`config.mk`:
```
export PLATFORM = sky130hd
export DESIGN_NAME = accel_shove_detector_top
export DESIGN_NICKNAME = d
export VERILOG_FILES = /design/src/hdl/asd_pkg.sv /design/src/hdl/asd_cfg_regs.sv /design/src/hdl/asd_core.sv /design/src/hdl/accel_shove_detector_top.sv
export SDC_FILE = /design/constraint.sdc
export NUM_CORES = 2
export LEC_CHECK = 0
export BUFFER_PORTS_ARGS = -buffer_cell sky130_fd_sc_hd__buf_2
export CORE_AREA = 2 2 271 273
export CTS_BUF_LIST = sky130_fd_sc_hd__clkbuf_16
export CTS_CLUSTER_DIAMETER = 100
export CTS_CLUSTER_SIZE = 30
export DETAILED_ROUTE_END_ITERATION = 10
export DIE_AREA = 0 0 273 275
export GPL_TIMING_DRIVEN = 0
export HOLD_SLACK_MARGIN = 0.02
export SLEW_MARGIN = 10
export SYNTH_ARGS = -nofsm -noshare
export SYNTH_HDL_FRONTEND = slang
export SYNTH_HIERARCHICAL = 1
export SYNTH_SLANG_ARGS = --single-unit
```
`constraint.sdc`:
```
create_clock -name i_clk -period 39.1 [get_ports i_clk]
set_input_delay 1.955 -clock i_clk [delete_from_list [all_inputs] [get_ports i_clk]]
set_output_delay 1.955 -clock i_clk [all_outputs]
set_load 0.05 [all_outputs]
```
`src/hdl/asd_pkg.sv`:
```
// ----------------------------------------------------------------------------
// asd_pkg
// Shared types and constants for the accelerometer shove detector.
// ----------------------------------------------------------------------------
package asd_pkg;

    localparam int SAMPLE_W   = 16;
    localparam int ELAPSED_W  = 12;
    localparam int TRIG_W     = 15;
    localparam int WEIGHT_W   = 8;
    localparam int CFG_TIME_W = 12;
    localparam int CFG_IDX_W  = 3;
    localparam int CFG_DATA_W = 15;

    localparam logic [CFG_IDX_W-1:0] CFG_DETECT_ENABLE = 3'd0;
    localparam logic [CFG_IDX_W-1:0] CFG_TRIGGER_LEVEL = 3'd1;
    localparam logic [CFG_IDX_W-1:0] CFG_BLEND_WEIGHT  = 3'd2;
    localparam logic [CFG_IDX_W-1:0] CFG_HOLD_TIME     = 3'd3;
    localparam logic [CFG_IDX_W-1:0] CFG_COOLDOWN_TIME = 3'd4;

    localparam logic                  RST_DETECT_ENABLE = 1'b1;
    localparam logic [TRIG_W-1:0]     RST_TRIGGER_LEVEL = 15'd3482;
    localparam logic [WEIGHT_W-1:0]   RST_BLEND_WEIGHT  = 8'd31;
    localparam logic [CFG_TIME_W-1:0] RST_HOLD_TIME     = 12'd60;
    localparam logic [CFG_TIME_W-1:0] RST_COOLDOWN_TIME = 12'd280;

    localparam logic [1:0] DIR_LEFT   = 2'd0;
    localparam logic [1:0] DIR_RIGHT  = 2'd1;
    localparam logic [1:0] DIR_BOTTOM = 2'd2;

    typedef struct packed {
        logic [ELAPSED_W-1:0]       elapsed_ms;
        logic                       sample_valid;
        logic signed [SAMPLE_W-1:0] accel_x;
        logic signed [SAMPLE_W-1:0] accel_y;
    } t_in_beat;

    typedef struct packed {
        logic       release_valid;
        logic [1:0] release_dir;
        logic       press_valid;
        logic [1:0] press_dir;
    } t_out_beat;

    typedef struct packed {
        logic                  detect_enable;
        logic [TRIG_W-1:0]     trigger_level;
        logic [WEIGHT_W-1:0]   blend_weight;
        logic [CFG_TIME_W-1:0] hold_time_ms;
        logic [CFG_TIME_W-1:0] cooldown_time_ms;
    } t_cfg;

endpackage

```
`src/hdl/asd_cfg_regs.sv`:
```
// ----------------------------------------------------------------------------
// asd_cfg_regs
// Configuration register file, write only.
// ----------------------------------------------------------------------------
module asd_cfg_regs (
    input  logic                            i_clk,
    input  logic                            i_rst_n,
    input  logic                            i_cfg_we,
    input  logic [asd_pkg::CFG_IDX_W-1:0]   i_cfg_idx,
    input  logic [asd_pkg::CFG_DATA_W-1:0]  i_cfg_wdata,
    output asd_pkg::t_cfg                   o_cfg
);

    asd_pkg::t_cfg r_cfg;

    always_ff @(posedge i_clk) begin
        if (!i_rst_n) begin
            r_cfg.detect_enable    <= asd_pkg::RST_DETECT_ENABLE;
            r_cfg.trigger_level    <= asd_pkg::RST_TRIGGER_LEVEL;
            r_cfg.blend_weight     <= asd_pkg::RST_BLEND_WEIGHT;
            r_cfg.hold_time_ms     <= asd_pkg::RST_HOLD_TIME;
            r_cfg.cooldown_time_ms <= asd_pkg::RST_COOLDOWN_TIME;
        end else if (i_cfg_we) begin
            case (i_cfg_idx)
                asd_pkg::CFG_DETECT_ENABLE: begin
                    r_cfg.detect_enable <= i_cfg_wdata[0];
                end
                asd_pkg::CFG_TRIGGER_LEVEL: begin
                    r_cfg.trigger_level <= i_cfg_wdata[asd_pkg::TRIG_W-1:0];
                end
                asd_pkg::CFG_BLEND_WEIGHT: begin
                    r_cfg.blend_weight <= i_cfg_wdata[asd_pkg::WEIGHT_W-1:0];
                end
                asd_pkg::CFG_HOLD_TIME: begin
                    r_cfg.hold_time_ms <= i_cfg_wdata[asd_pkg::CFG_TIME_W-1:0];
                end
                asd_pkg::CFG_COOLDOWN_TIME: begin
                    r_cfg.cooldown_time_ms <= i_cfg_wdata[asd_pkg::CFG_TIME_W-1:0];
                end
                default: begin
                end
            endcase
        end
    end

    assign o_cfg = r_cfg;

endmodule

```
`src/hdl/asd_core.sv`:
```
// ----------------------------------------------------------------------------
// asd_core
// Detector state, timers and the single-pass gravity blend / classification.
// ----------------------------------------------------------------------------
module asd_core #(
    parameter int GRAVITY_FRAC_BITS = 8,
    parameter int TIMER_WIDTH       = 12
) (
    input  logic                i_clk,
    input  logic                i_rst_n,
    input  logic                i_adv,
    input  asd_pkg::t_in_beat   i_item,
    input  asd_pkg::t_cfg       i_cfg,
    output asd_pkg::t_out_beat  o_res
);

    localparam int S  = asd_pkg::SAMPLE_W;
    localparam int F  = GRAVITY_FRAC_BITS;
    localparam int T  = TIMER_WIDTH;
    localparam int G  = S + F;
    localparam int D  = G + 1;
    localparam int P  = D + asd_pkg::WEIGHT_W + 1;
    localparam int IW = G + 1;
    localparam int TF = asd_pkg::TRIG_W + F;
    localparam int CW = ((IW > TF) ? IW : TF) + 1;
    localparam int EW = asd_pkg::ELAPSED_W;
    localparam int LW = ((T > asd_pkg::CFG_TIME_W) ? T :
                         ((asd_pkg::CFG_TIME_W > EW) ? asd_pkg::CFG_TIME_W : EW)) + 1;

    localparam logic [LW-1:0] TMAX = {{(LW-T){1'b0}}, {T{1'b1}}};

    logic signed [G-1:0] r_grav_x, r_grav_y, n_grav_x, n_grav_y;
    logic                r_primed, n_primed;
    logic                r_holding, n_holding;
    logic [1:0]          r_held_dir, n_held_dir;
    logic [T-1:0]        r_hold_left, n_hold_left;
    logic [T-1:0]        r_cool_left, n_cool_left;

    function automatic logic [T-1:0] count_down(input logic [T-1:0] t,
                                                input logic [EW-1:0] e);
        logic [LW-1:0] t_w;
        logic [LW-1:0] e_w;
        logic [LW-1:0] d_w;
        t_w = {{(LW-T){1'b0}}, t};
        e_w = {{(LW-EW){1'b0}}, e};
        d_w = t_w - e_w;
        return (t_w > e_w) ? d_w[T-1:0] : '0;
    endfunction

    function automatic logic [T-1:0] timer_load(
            input logic [asd_pkg::CFG_TIME_W-1:0] v);
        logic [LW-1:0] v_w;
        v_w = {{(LW-asd_pkg::CFG_TIME_W){1'b0}}, v};
        return (v_w > TMAX) ? TMAX[T-1:0] : v_w[T-1:0];
    endfunction

    typedef struct packed {
        logic [IW-1:0]        mag;
        logic signed [IW-1:0] imp;
        logic signed [G-1:0]  g_new;
    } t_axis;

    function automatic t_axis blend_axis(input logic signed [G-1:0] fx,
                                         input logic signed [G-1:0] g,
                                         input logic [asd_pkg::WEIGHT_W-1:0] w);
        t_axis                 r;
        logic signed [D-1:0]   diff;
        logic signed [P-1:0]   prod;
        logic signed [G+1:0]   gsum;
        logic signed [IW-1:0]  imp;
        diff = {fx[G-1], fx} - {g[G-1], g};
        prod = $signed({{(P-D){diff[D-1]}}, diff}) *
               $signed({{(P-asd_pkg::WEIGHT_W){1'b0}}, w});
        gsum = {{2{g[G-1]}}, g} + prod[P-1:asd_pkg::WEIGHT_W];
        r.g_new = gsum[G-1:0];
        imp = {fx[G-1], fx} - {r.g_new[G-1], r.g_new};
        r.imp = imp;
        r.mag = imp[IW-1] ? (-imp) : imp;
        return r;
    endfunction

    logic                release_now;
    logic                hold_after;
    logic [T-1:0]        hold_cnt, cool_cnt;
    logic                detect;
    logic signed [G-1:0] fx, fy;
    t_axis               ax, ay;
    logic [CW-1:0]       thr_c, magx_c, magy_c;
    logic signed [CW-1:0] iy_c;
    logic                x_wins, y_wins, fire;
    logic [1:0]          dir;

    always_comb begin
        hold_cnt    = count_down(r_hold_left, i_item.elapsed_ms);
        release_now = r_holding && (hold_cnt == '0);
        hold_after  = r_holding && !release_now;
        cool_cnt    = (r_cool_left != '0) ? count_down(r_cool_left, i_item.elapsed_ms)
                                          : r_cool_left;
        detect = i_cfg.detect_enable && i_item.sample_valid && !hold_after &&
                 (cool_cnt == '0);

        fx = {i_item.accel_x, {F{1'b0}}};
        fy = {i_item.accel_y, {F{1'b0}}};
        ax = blend_axis(fx, r_grav_x, i_cfg.blend_weight);
        ay = blend_axis(fy, r_grav_y, i_cfg.blend_weight);

        thr_c  = {{(CW-TF){1'b0}}, i_cfg.trigger_level, {F{1'b0}}};
        magx_c = {{(CW-IW){1'b0}}, ax.mag};
        magy_c = {{(CW-IW){1'b0}}, ay.mag};
        iy_c   = {{(CW-IW){ay.imp[IW-1]}}, ay.imp};

        x_wins = (magx_c > thr_c) && (magx_c >= magy_c);
        y_wins = $signed(iy_c) > $signed(thr_c);
        fire   = detect && r_primed && (x_wins || y_wins);
        if (x_wins) begin
            dir = (!ax.imp[IW-1] && (ax.imp != '0)) ? asd_pkg::DIR_RIGHT
                                                      : asd_pkg::DIR_LEFT;
        end else if (y_wins) begin
            dir = asd_pkg::DIR_BOTTOM;
        end else begin
            dir = asd_pkg::DIR_LEFT;
        end

        o_res.release_valid = release_now;
        o_res.release_dir   = release_now ? r_held_dir : asd_pkg::DIR_LEFT;
        o_res.press_valid   = fire;
        o_res.press_dir     = fire ? dir : asd_pkg::DIR_LEFT;

        n_grav_x    = r_grav_x;
        n_grav_y    = r_grav_y;
        n_primed    = r_primed;
        n_holding   = hold_after;
        n_held_dir  = r_held_dir;
        n_hold_left = r_holding ? hold_cnt : r_hold_left;
        n_cool_left = cool_cnt;
        if (detect) begin
            n_primed = 1'b1;
            n_grav_x = r_primed ? ax.g_new : fx;
            n_grav_y = r_primed ? ay.g_new : fy;
        end
        if (fire) begin
            n_holding   = 1'b1;
            n_held_dir  = dir;
            n_hold_left = timer_load(i_cfg.hold_time_ms);
            n_cool_left = timer_load(i_cfg.cooldown_time_ms);
        end
    end

    always_ff @(posedge i_clk) begin
        if (!i_rst_n) begin
            r_primed    <= 1'b0;
            r_holding   <= 1'b0;
            r_held_dir  <= asd_pkg::DIR_LEFT;
            r_hold_left <= '0;
            r_cool_left <= '0;
        end else if (i_adv) begin
            r_primed    <= n_primed;
            r_holding   <= n_holding;
            r_held_dir  <= n_held_dir;
            r_hold_left <= n_hold_left;
            r_cool_left <= n_cool_left;
        end
    end

    // gravity is only read once primed
    always_ff @(posedge i_clk) begin
        if (i_adv) begin
            r_grav_x <= n_grav_x;
            r_grav_y <= n_grav_y;
        end
    end

    a_idle_timer_clear: assert property (@(posedge i_clk) disable iff (!i_rst_n)
        !r_holding |-> (r_hold_left == '0))
        else $error("hold timer running with no bump held");

    a_release_needs_hold: assert property (@(posedge i_clk) disable iff (!i_rst_n)
        (i_adv && o_res.release_valid) |-> r_holding)
        else $error("release without a held bump");

    a_press_needs_prime: assert property (@(posedge i_clk) disable iff (!i_rst_n)
        (i_adv && o_res.press_valid) |-> r_primed)
        else $error("press before gravity primed");

    a_press_holds: assert property (@(posedge i_clk) disable iff (!i_rst_n)
        (i_adv && o_res.press_valid) |=> (r_holding && (r_held_dir == $past(o_res.press_dir))))
        else $error("press did not start a hold");

endmodule

```
`src/hdl/accel_shove_detector_top.sv`:
```
// ----------------------------------------------------------------------------
// accel_shove_detector_top
// Shove detector: input register, single-pass core, result register.
// ----------------------------------------------------------------------------
//  channel  | valid       | stall        | payload
//  ---------+-------------+--------------+---------------------------
//  input    | i_in_valid  | o_in_stall   | i_in_data  (t_in_beat)
//  result   | o_out_valid | i_out_stall  | o_out_data (t_out_beat)
//  config   | i_cfg_we    | -            | i_cfg_idx, i_cfg_wdata
//
//  One beat per cycle sustained while the result is not stalled; each input
//  beat passes the input register, then the result register, and its result
//  is valid, and can be taken, once it is in the result register.
//  The core's state updates only when the input register advances.
//  Synchronous active-low reset clears control state and loads config defaults.
//  A stalled result holds the result register; the input register then holds
//  and o_in_stall rises.
// ----------------------------------------------------------------------------
module accel_shove_detector_top #(
    parameter int GRAVITY_FRAC_BITS = 8,
    parameter int TIMER_WIDTH       = 12
) (
    input  logic                            i_clk,
    input  logic                            i_rst_n,
    input  logic                            i_in_valid,
    output logic                            o_in_stall,
    input  asd_pkg::t_in_beat               i_in_data,
    output logic                            o_out_valid,
    input  logic                            i_out_stall,
    output asd_pkg::t_out_beat              o_out_data,
    input  logic                            i_cfg_we,
    input  logic [asd_pkg::CFG_IDX_W-1:0]   i_cfg_idx,
    input  logic [asd_pkg::CFG_DATA_W-1:0]  i_cfg_wdata
);

    asd_pkg::t_cfg      cfg;
    asd_pkg::t_out_beat res;
    asd_pkg::t_in_beat  r_in;
    asd_pkg::t_out_beat r_out;
    logic               r_in_v;
    logic               r_out_v;
    logic               adv;
    logic               take;

    assign adv        = r_in_v && (!r_out_v || !i_out_stall);
    assign o_in_stall = r_in_v && !adv;
    assign take       = i_in_valid && !o_in_stall;

    asd_cfg_regs u_cfg (
        .i_clk       (i_clk),
        .i_rst_n     (i_rst_n),
        .i_cfg_we    (i_cfg_we),
        .i_cfg_idx   (i_cfg_idx),
        .i_cfg_wdata (i_cfg_wdata),
        .o_cfg       (cfg)
    );

    asd_core #(
        .GRAVITY_FRAC_BITS (GRAVITY_FRAC_BITS),
        .TIMER_WIDTH       (TIMER_WIDTH)
    ) u_core (
        .i_clk   (i_clk),
        .i_rst_n (i_rst_n),
        .i_adv   (adv),
        .i_item  (r_in),
        .i_cfg   (cfg),
        .o_res   (res)
    );

    always_ff @(posedge i_clk) begin
        if (!i_rst_n) begin
            r_in_v  <= 1'b0;
            r_out_v <= 1'b0;
        end else begin
            if (take) begin
                r_in_v <= 1'b1;
            end else if (adv) begin
                r_in_v <= 1'b0;
            end
            if (adv) begin
                r_out_v <= 1'b1;
            end else if (!i_out_stall) begin
                r_out_v <= 1'b0;
            end
        end
    end

    always_ff @(posedge i_clk) begin
        if (take) begin
            r_in <= i_in_data;
        end
        if (adv) begin
            r_out <= res;
        end
    end

    assign o_out_valid = r_out_v;
    assign o_out_data  = r_out;

endmodule

```
==> impl_metrics.tcl <==
set metrics [dict create \
    status "complete, no violations" \
    timing.fmax_ghz 0.06068 \
    synth_largest_type_area_fraction_pct 21.19 \
    clkSlewWorstSetupHoldPaths_ns 0.08 \
    crit_type "register to register" \
    synth_area_leaders "fa_1 (21%), ha_1 (13%), edfxtp_1 (10%), inv_1 (7.2%), dfxtp_1 (5.4%)" \
    ios 76 \
    ys_warn_count 6 \
    drc 0 \
    die_w_um 273 \
    cts_setup_buffers 0 \
    clk_latency_ns 0.47 \
    cp-start-kind "register" \
    synth.distinct_cells 90 \
    numCtsBuffers 17 \
    row_count 99 \
    antenna_found_initial 1 \
    synth.ff_latch_count 177 \
    cts_num_sinks 177 \
    final_common_cell "inv_1" \
    hold_buffers 0 \
    path_common_cell "o21a_1" \
    final_util_pct 42.77 \
    slew_headroom_pct 21.89 \
    ys_async_sr_fraction_pct 0 \
    fin_tns_setup_ns 0 \
    gp_congestion 0.8854 \
    cp.arrival_ns 16.79 \
    drt_iter0_markers 1373 \
    synth_edf_count 99 \
    start_util_pct 39.70 \
    final_cell_mix "inv_1 (554), nand2_1 (347), ha_1 (307)" \
    diodes 0 \
    drive_gt1_share_pct 4.955 \
    hpwl_um 64500 \
    finalWirelength_um 77180 \
    grt_pass1_wl_um 124400 \
    grt_pass1_vias 22700 \
    area_growth_pct 7.737 \
    root_buffer "clkbuf_16" \
    ys.flop_type "edfxtp_1" \
    cts_tree "done" \
    yosysSeqAreaShare_pct 15.79 \
    rsz0062_at_grt "no" \
    viasPerCell 5.135 \
    ant_nets 0 \
    slowest_stage "o41ai_4" \
    cpPeakStageDelay_ns 0.80 \
    syn_nets 4037 \
    dieArea_um2 75080 \
    track_usage_pct 20.98 \
    synth_top_area_cell "fa_1" \
    worstPathMaxFanout 10 \
    timing.final.crit_share_pct 42.15 \
    end_kind "register" \
    wire_per_inst_um 17.42 \
    setup_violations 0 \
    final_nets 4137 \
    maxSlewViolCount 0 \
    worstHoldPathType "register to register" \
    vias 22750 \
    drv_cap 0 \
    fp.dieH_um 275 \
    clock_skew_ns 0.01467 \
    grt_overflow_total 0 \
    required_ns 39.41 \
    fin_area_um2 30940 \
    synth_area_per_cell_um2 8.553 \
    placed_cell_area_um2 30370 \
    synthCells 3358 \
    portBuffers 75 \
    cts_buffer_depth 2 \
    finalCriticalPeriod_ns 16.48 \
    ctsHtreeMaxLevel 4 \
    cts_resized 0 \
    hold_viol 0 \
    worst_slew_pin_slew_ns 1.161 \
    firstDrtPassIters 5 \
    coreArea_um2 72340 \
    grt_max_degree 26 \
    synthesis.area_um2 28720 \
]
synth_stat cells, types with 28 or more instances:
cell type and number:
fa_1 304, nand3_1 38, nor2b_1 55, o21a_1 57
and2_1 249, nand2b_1 28, nor2_1 159, clkbuf_1 78
dfxtp_1 78, a21o_1 51, edfxtp_1 99, xnor2_1 150
ha_1 307, mux2i_1 63, nor3_1 67, a21oi_1 145
xor2_1 68, nand2_1 347, inv_1 553, o21ai_0 127
final cells by class:
class	count	area, um2
Timing Repair Buffer	81	436.7
Clock buffer	17	425.4
Sequential cell	177	4534
Fill cell	7322	41400
Clock inverter	15	147.6
Multi-Input combinational cell	2533	21700
Tap cell	959	1200
Inverter	553	2076
Buffer	95	419.2
path summary, 6_finish.rpt:
check                      from                     to  slack [ns]  depth (start not counted)
max          u_core/r_grav_x[0]  u_core/r_hold_left[5]       22.62                         66
min             u_cfg/o_cfg[41]        u_cfg/o_cfg[41]        0.46                          2
max reg2reg  u_core/r_grav_x[0]  u_core/r_hold_left[5]       22.62                         66
min reg2reg     u_cfg/o_cfg[41]        u_cfg/o_cfg[41]        0.46                          2
per-layer routing:
metal  global-route usage [%]  wire length (um)  share of wire, %
met5                        0                 0                 0
met2                    35.55             36090                47
met1                    29.05             36440                47
met4                    5.335              1661               2.2
met3                    1.536              2989               3.9
cells by family after synthesis:
logic type	synth area share [%]
xor+xnor	6.726
flops	15.79
simple gates	19.19
mux	2.196
fa+ha+maj	34.56
compound gates	12.84
buf+inv	8.687
state kept, by name, indices dropped and copies added (netlist names):
register and cells:
r_in 45, o_out_valid 1, o_out_data 6, u_core/r_hold_left 12, u_core/r_grav_y 24, u_core/r_held_dir 2
u_core/r_cool_left 12, u_core/r_primed 1, u_core/r_grav_x 24, u_core/r_holding 1, r_in_v 1, u_cfg/o_cfg 48
critical path: cells and delay by family, from the launching register on:
family                     cells  cell delay, ns
buffers and inverters          6            1.23
and+or+nand+nor               15            2.96
xor gates and xnor gates       4            1.20
AOI/OAI and AO/OA             33            7.16
adders and majority gates      8            3.36
DFF                            1            0.40
metrics by stage:
stage               hold WS, ns  setup slack, ns  instances
floorplan                0.4344            25.53       3358
global placement         0.4451            22.92       4392
detailed placement       0.4494            22.77       4398
CTS                      0.4626            22.73       4430
global route             0.4797            21.52       4430
finish                   0.4629            22.62       4430
Power is not shown: default switching activity piles up to over one toggle a cycle in this logic, so the estimate is an artifact.
